### config.mk
export PLATFORM = sky130hd
export DESIGN_NAME = srbc_div
export DESIGN_NICKNAME = d
export VERILOG_FILES = /design/src/rtl/srbc_pkg.sv /design/src/rtl/srbc_div.sv
export SDC_FILE = /design/constraint.sdc
export NUM_CORES = 1
export LEC_CHECK = 0
export ABC_AREA = 1
export BUFFER_PORTS_ARGS = -buffer_cell sky130_fd_sc_hd__buf_2
export CAP_MARGIN = 20
export CORE_ASPECT_RATIO = 0.8
export CORE_MARGIN = 2
export CORE_UTILIZATION = 50
export CTS_CLUSTER_SIZE = 8
export DETAILED_ROUTE_END_ITERATION = 7
export HOLD_SLACK_MARGIN = 0.06
export PLACE_DENSITY = 0.72
export SLEW_MARGIN = 20
export SYNTH_ARGS = -nofsm -noshare
export SYNTH_HDL_FRONTEND = slang
export SYNTH_SLANG_ARGS = --single-unit
### constraint.sdc
create_clock -name clk -period 3.7 [get_ports clk]
set_input_delay 0.74 -clock clk [delete_from_list [all_inputs] [get_ports clk]]
set_output_delay 0.74 -clock clk [all_outputs]
set_load 0.01 [all_outputs]
### src/rtl/srbc_pkg.sv
`timescale 1ns / 1ps
// ----------------------------------------------------------------------------
// srbc_pkg
// Shared types and constants of the strand read bin counter: item structs,
// flag bits, register indexes and the divider request/response bundles.
// ----------------------------------------------------------------------------
package srbc_pkg;

	// default number of bins per strand store
	localparam int BIN_COUNT_DEF = 1024;

	// configuration port
	localparam int CFG_IDX_W  = 2;
	localparam int CFG_DATA_W = 31;

	localparam logic [CFG_IDX_W-1:0] CFG_MIN_MAPQ  = 2'd0;
	localparam logic [CFG_IDX_W-1:0] CFG_SEG_SIZE  = 2'd1;
	localparam logic [CFG_IDX_W-1:0] CFG_IVL_START = 2'd2;
	localparam logic [CFG_IDX_W-1:0] CFG_IVL_END   = 2'd3;

	// register reset values
	localparam logic [7:0]  MIN_MAPQ_RST = 8'd1;
	localparam logic [23:0] SEG_SIZE_RST = 24'd5000;

	// SAM flag bits
	localparam logic [15:0] FLAG_UNMAPPED      = 16'h0004;
	localparam logic [15:0] FLAG_REVERSE       = 16'h0010;
	localparam logic [15:0] FLAG_FIRST         = 16'h0040;
	localparam logic [15:0] FLAG_SECONDARY     = 16'h0100;
	localparam logic [15:0] FLAG_QCFAIL        = 16'h0200;
	localparam logic [15:0] FLAG_DUPLICATE     = 16'h0400;
	localparam logic [15:0] FLAG_SUPPLEMENTARY = 16'h0800;
	localparam logic [15:0] FLAG_DROP_MASK     = FLAG_UNMAPPED | FLAG_SECONDARY |
		FLAG_QCFAIL | FLAG_DUPLICATE | FLAG_SUPPLEMENTARY;

	localparam logic [31:0] COUNT_MAX = 32'hFFFF_FFFF;

	// divider step counts
	localparam int DIV_CNT_W = 6;
	localparam logic [DIV_CNT_W-1:0] DIV_STEPS_BIN   = 6'd32;
	localparam logic [DIV_CNT_W-1:0] DIV_STEPS_RATIO = 6'd17;

	// input item
	typedef struct packed {
		logic               kind;
		logic [15:0]        read_flags;
		logic [7:0]         map_quality;
		logic signed [31:0] ref_id;
		logic [30:0]        read_start;
		logic [19:0]        half_length;
		logic [9:0]         report_bin;
	} in_item_t;

	// result item
	typedef struct packed {
		logic [9:0]  bin_number;
		logic [30:0] region_first;
		logic [30:0] region_last;
		logic [31:0] watson_total;
		logic [31:0] crick_total;
		logic [32:0] support;
		logic [16:0] watson_ratio;
	} out_item_t;

	// divider request: remainder preload, bits shifted in MSB first, divisor
	typedef struct packed {
		logic                 go;
		logic [32:0]          rem_init;
		logic [31:0]          num;
		logic [32:0]          den;
		logic [DIV_CNT_W-1:0] steps;
	} div_req_t;

	typedef struct packed {
		logic        done;
		logic [31:0] quot;
	} div_rsp_t;

endpackage

### src/rtl/srbc_div.sv
`timescale 1ns / 1ps
// ----------------------------------------------------------------------------
// srbc_div
// Shared restoring divider, one quotient bit per cycle. The remainder can be
// preloaded so that short quotients need only as many steps as they have bits.
// ----------------------------------------------------------------------------
module srbc_div import srbc_pkg::*; (
	input  logic     clk,
	input  logic     arst_n,
	input  div_req_t req,
	output div_rsp_t rsp
);

	logic                 run_q;
	logic                 done_q;
	logic [DIV_CNT_W-1:0] cnt_q;
	logic [32:0]          rem_q;
	logic [31:0]          num_q;
	logic [32:0]          den_q;
	logic [31:0]          quo_q;

	logic [33:0] trial;
	logic [33:0] trial_sub;
	logic        ge;

	// one compare-subtract step
	assign trial     = {rem_q, num_q[31]};
	assign ge        = trial >= {1'b0, den_q};
	assign trial_sub = trial - {1'b0, den_q};

	// step control
	always_ff @(posedge clk or negedge arst_n) begin
		if (!arst_n) begin
			run_q  <= 1'b0;
			done_q <= 1'b0;
			cnt_q  <= '0;
		end else begin
			done_q <= 1'b0;
			if (req.go) begin
				run_q <= 1'b1;
				cnt_q <= req.steps;
			end else if (run_q) begin
				cnt_q <= cnt_q - 1'b1;
				if (cnt_q == DIV_CNT_W'(1)) begin
					run_q  <= 1'b0;
					done_q <= 1'b1;
				end
			end
		end
	end

	// remainder and quotient
	always_ff @(posedge clk) begin
		if (req.go) begin
			rem_q <= req.rem_init;
			num_q <= req.num;
			den_q <= req.den;
			quo_q <= '0;
		end else if (run_q) begin
			rem_q <= ge ? trial_sub[32:0] : trial[32:0];
			num_q <= {num_q[30:0], 1'b0};
			quo_q <= {quo_q[30:0], ge};
		end
	end

	assign rsp.done = done_q;
	assign rsp.quot = quo_q;

endmodule
==> metrics, run 1 <==
postcts setup bufs 0; worst rel slew slack 38.7%; CTS buffer count 17; Area contributors post-synth edfxtp_1, nand2_1, inv_1; synth unique cells 38; Sink Count 138; Hold Vio Cnt, Final 0; Worst-path clk slew 70 ps; area delta synth->final 17.1%; number of endpoints failing setup at the final stage 0; CP required 3980 ps; Slew Limit Fails 0; leading cell types by count after synthesis nand2_1, inv_1, edfxtp_1; Clock Tree Buf Depth 2; First-pass DRT Iterations 6; RSZ-0062 raised after global routing false; Die Area 18,100 sq um; final setup TNS 0 ps; crit-path cells inv_1 -> ha_1 -> inv_1 -> fa_1 -> nand3_1 -> nand3_2 -> nand2_1 -> nand2_1 -> nand2_4 -> nand2_8 -> nand2_1 -> nand3_1 -> nand2_1; synthesized area 8510 sq um; Max stage delay cell, worst path fa_1; final core utilization 60.0%; Die Y 121 microns; Synth Instances 1,136; ys async rst share 5.80%; Crit Path Class reg2reg; Critical Path Sink Type register; VDD IR max 0.315 mV; die width 150 microns; worst skew pair latency 430 ps; syn nets 1,279; combinational share of power 46.3%; row cnt 42; Register Area 3780 sq um; Sw Share 42.5%; FMAX 355 MHz; Net Sw Power 3.09 mW; dominant synthesized flop cell edfxtp_1; I/O pin count 140; PostCTS Resize Cnt 0; crit path buf inv count 2; Via Count 7,483; crit-path max FO 34; Routed WL 21,500 microns; internal power 4.18 mW; mean post-synth cell area 7.49 sq um; CP max stage delay 440 ps; CP top delay family simple AND/OR/NAND/NOR gates; Seq/Total Area, Yosys 44.5%; Post-CTS Hold Fix Bufs 0; GRT Util Overall 25.1%; final hold slack 146 ps; count leader, synth nand2_1; DRC 0; clk_skew 12.4 ps; Hold Crit Class in2async; number of flops mapped to enable cells by yosys 98; P per Cell Area 730 nW/um^2; CP Launch Type register; fin crit share 76.0%; Yosys top cell by area edfxtp_1; total gr overflow 0; Final Wtd Congestion 1.00; LEAKAGE 5.22 nW; Clock Power Share 24.1%; Initial Util 51.3%; maximum number of pins on one net before global-route repair 87; Antenna Violating Nets Remaining 0; total of max-cap violations 0; status complete, no violations; worst-margin pin slew 914 ps; WL per Instance 14.3 microns; Root Driver clkbuf_16; crit path time final 2810 ps; synth warn 0; IO buf count 139; Initial DRC Count 537; Multi-input gate area 3770 sq um; Final Net Count 1,411; CTS tree built; most used cell, CP nand2_1; vias in the first global route 7,257; Synth top area share 34.6%; Via density 4.98; # H-tree levels 4; HPWL after DPL 15,700 microns; flops & latches, synth 138; Core Box Area 16,600 sq um; ratio of cells with drive above 1 in the final layout 16.2%; # fillers 1,558; sequential power share 29.5%; WP data arrival 3090 ps; first-pass GRT wire length 35,500 microns; antenna violations before repair 2
cell families after synthesis:
family,count (synthesis),synth area share (%)
AND/OR/NAND/NOR,638,32.5
buffers and inverters,241,11.2
flip-flops,138,44.5
AO/OA/AOI/OAI,65,4.63
adder cells (fa/ha/maj),36,5.38
XOR/XNOR,18,1.85
sequential cells by signal, summed over array words and instances, names as in the netlist:
register / cells
den_q: 33
rem_q: 33
num_q: 32
quo_q: 32
cnt_q: 6
done_q: 1
run_q: 1
placed cells by master (no fill, tap or decap), types with 5 or more instances in the layout:
cell       Yosys  layout
a21oi_1       19      19
and2_1         6       6
buf_2          7     138
buf_4          1       6
clkbuf_16      0      19
clkinv_1       6       5
dfrtp_1        8       8
dfxtp_1       32      32
edfxtp_1      98      98
ha_1          35      35
inv_1        195     194
inv_2          9      10
inv_8          0       5
nand2_1      452     452
nand2_2        9       9
nand3_1       72      72
nand3b_1      28      28
nand4_1        9       9
nor2_1        43      43
nor3_1         7       7
o211ai_1       5       5
o21bai_1       6       6
o22ai_1       30      30
xnor2_1       15      15
per-layer routing:
metal	vias up	global-route usage [%]	routed length [microns]
li1	3831	-	-
met1	3378	36.0	10400
met2	251	36.8	8880
met3	23	7.62	1960
met4	0	6.90	295
met5	-	0	0
power by group through the flow:
stage	registers, mW	logic [mW]	clock network (mW)
floorplan	2.13	2.61	0
global placement	2.16	3.29	0
detailed placement	2.17	3.31	0
CTS	2.14	3.35	1.77
global route	2.18	3.85	1.84
finish	2.15	3.37	1.75
worst paths after layout:
path	depth (start not counted)	slack, ps	from	endpoint
setup / recovery	13	890	num_q[31]$_DFFE_PP_	rem_q[15]$_DFFE_PP_
min in group clk	1	480	req[24]	den_q[18]$_DFFE_PP_
max in group asynchronous	1	3370	arst_n	run_q$_DFF_PN0_
hold / removal	1	150	arst_n	cnt_q[5]$_DFFE_PN0P_
setup reg to reg	13	890	num_q[31]$_DFFE_PP_	rem_q[15]$_DFFE_PP_
hold reg to reg	2	490	quo_q[17]$_SDFFE_PP0P_	quo_q[18]$_SDFFE_PP0P_
through the flow:
stage          std cells  worst slack (ps)  power [mW]  instance area (sq um)
2_1_floorplan       1136               332        4.74                   8510
3_3_place_gp        1469               969        5.45                   9360
3_5_place_dp        1469               942        5.48                   9360
4_1_cts             1501               918        7.26                   9960
5_1_grt             1501               676        7.86                   9960
6_report            1502               887        7.27                   9960
area by class of cell:
class	instances	area share (%)
sequential	138	38.0
clock inverter	12	1.16
timing repair buffer	144	7.38
tap	220	2.76
antenna	1	0.0251
clock buffer	20	4.91
multi-input combinational	757	37.9
inverter	210	7.92
No activity file was read; power rests on OpenSTA's default activity.
==> run 2: changes to the inputs <==
- clock period: 3.7 -> 2.8 ns (I/O delays scaled with it)
==> metrics, run 2 (synthesized netlist as in run 1, its figures left out) <==
number of endpoints failing setup at the final stage 0 (unchanged); Core Box Area 16,600 sq um (unchanged); vias in the first global route 7,197 (-0.83%); first-pass GRT wire length 35,000 microns (-1.2%); commonest non-fill, non-tap cell in the layout nand2_1; Routed WL 21,300 microns (-1.2%); CP Launch Type register; total of max-cap violations 0 (unchanged); P per Cell Area 944 nW/um^2 (+29%); WL per Instance 14.0 microns (-2.1%); Non-Filler Instances 1,515 (+0.87%); Net Sw Power 4.01 mW (+30%); crit-path max FO 18 (-47%); sequential power share 30.0% (+0.5 points); CTS tree built; crit-path cells inv_1 -> ha_1 -> inv_1 -> fa_1 -> nand3_1 -> nand3_2 -> nand2_1 -> nand2_1 -> nand2_4 -> buf_12 -> nand3_1 -> nand2_1 -> clkinv_1 -> nand2_1 -> nand2_1; Multi-input gate area 3770 sq um (unchanged); maximum number of pins on one net before global-route repair 64 (-26%); die width 150 microns (unchanged); row cnt 42 (unchanged); Sw Share 42.4% (about the same); # fillers 1,533 (-1.6%); Via density 4.95 (-0.70%); crit path time final 2590 ps (-221 ps); HPWL after DPL 16,200 microns (+3.3%); Die Y 121 microns (unchanged); IO buf count 139 (unchanged); Worst-path clk slew 60 ps (about the same); Antenna Violating Nets Remaining 0 (unchanged); GRT Util Overall 24.7% (-0.45 points); Die Area 18,100 sq um (unchanged); Sink Count 138 (unchanged); combinational share of power 48.0% (+1.7 points); antenna violations before repair 3 (+1); internal power 5.45 mW (+30%); Clock Power Share 22.0% (-2.1 points); worst-margin pin slew 647 ps (-267 ps); RSZ-0062 raised after global routing false; Hold Vio Cnt, Final 0 (unchanged); total gr overflow 0 (unchanged); # H-tree levels 4 (unchanged); WP data arrival 2770 ps (-320 ps); PostCTS Resize Cnt 0 (unchanged); most frequent cells in the layout nand2_1, inv_1, buf_2; Critical Path Sink Type register; top flop regs den_q (33), rem_q (33); CP max stage delay 440 ps (about the same); area delta synth->final 17.8%; hold path startpoint req[38]; Hold Crit Class in2reg; Clock Tree Buf Depth 2 (unchanged); DRC 0 (unchanged); CP top delay family simple AND/OR/NAND/NOR gates; final setup TNS 0 ps (unchanged); Pwr Total 9.46 mW (+30%); fin crit share 92.6% (+17 points); CP required 2980 ps (-1000 ps); worst skew pair latency 430 ps (about the same); FMAX 386 MHz (+8.5%); I/O pin count 140 (unchanged); Final Net Count 1,424 (+0.92%); Register Area 3780 sq um (unchanged); ratio of cells with drive above 1 in the final layout 16.8% (+0.53 points); LEAKAGE 5.25 nW (+0.54%); most used cell, CP nand2_1; Post-Place Cells 1,481 (+0.82%); worst rel slew slack 56.9% (+18 points); clk_skew 13.3 ps (+0.857 ps); Final Wtd Congestion 0.996 (-0.80%); CTS buffer count 17 (unchanged); Crit Path Class reg2reg; Initial DRC Count 580 (+8.0%); Max stage delay cell, worst path fa_1; status complete, no violations; R2R Path Start num_q[31]$_DFFE_PP_; Critical Path Start num_q[31]$_DFFE_PP_; Via Count 7,495 (+0.16%); crit path buf inv count 4 (+2); First-pass DRT Iterations 7 (+1); Initial Util 51.3% (unchanged); Root Driver clkbuf_16; Slew Limit Fails 0 (unchanged); VDD IR max 0.429 mV (+36%)
-- run 2: cell count changes in the layout (fill, tap and decap cells not counted), sizes merged --
cell         before  now
dlygate4sd3       0    1
clkinvlp          0    2
clkinv            9   10
clkbuf           20   18
buf             144  156
inv             213  212
-- run 2: metal layers --
| layer | part of all wire [%] | vias up | GRT usage, % |
|---|---|---|---|
| li1 | - | 3873 | - |
| met1 | 48 | 3367 | 34.9 |
| met5 | 0.061 | - | 0 |
| met2 | 42 | 236 | 37.3 |
| met4 | 1.3 | 2 | 6.01 |
| met3 | 8.2 | 17 | 7.09 |
-- run 2: final timing paths --
check	endpoint	slack (ps)	cells past startpoint
setup / recovery	rem_q[28]$_DFFE_PP_	210	15
setup reg to reg	rem_q[28]$_DFFE_PP_	210	15
hold reg to reg	quo_q[31]$_SDFFE_PP0P_	470	2
min in group asynchronous	cnt_q[2]$_DFFE_PN0P_	520	2
max in group asynchronous	cnt_q[5]$_DFFE_PN0P_	2110	2
hold / removal	den_q[32]$_DFFE_PP_	310	1
-- run 2: final cells by class --
class | instances | area share, %
antenna | 1 | 0.0250
clock buffer | 18 | 4.28
clock inverter | 14 | 1.09
inverter | 210 | 7.88
multi-input combinational | 757 | 37.6
sequential | 138 | 37.8
tap | 220 | 2.75
timing repair buffer | 157 | 8.59
-- run 2: worst register-to-register path, stage by stage (launching register included) --
cell	delay, ps
edfxtp_1	360
inv_1	80
ha_1	140
inv_1	80
fa_1	440
nand3_1	130
nand3_2	130
nand2_1	120
nand2_1	110
nand2_4	230
buf_12	200
nand3_1	90
nand2_1	90
clkinv_1	60
nand2_1	50
nand2_1	40
-- run 2: timing repair --
item,CTS,global route
buffers inserted,0,0
hold buffers,1,0
endpoints found under the hold margin,8,0
-- run 2: through the flow --
step	utilization, %	setup slack, ps	instance area (sq um)	hold slack [ps]
after global placement	57.0	263	9470	412
final	60.4	208	10000	308
after CTS	60.3	195	10000	297
after floorplan	-	554	8510	264
after detailed placement	57.0	233	9470	415
after global routing	60.3	41.1	10000	292
-- run 2: power groups by stage --
stage	clock [mW]	combinational, mW	sequential, mW
after floorplan	0	3.45	2.82
after global placement	0	4.43	2.86
after detailed placement	0	4.48	2.86
after CTS	2.11	4.51	2.83
after global routing	2.21	5.14	2.88
final	2.08	4.54	2.84
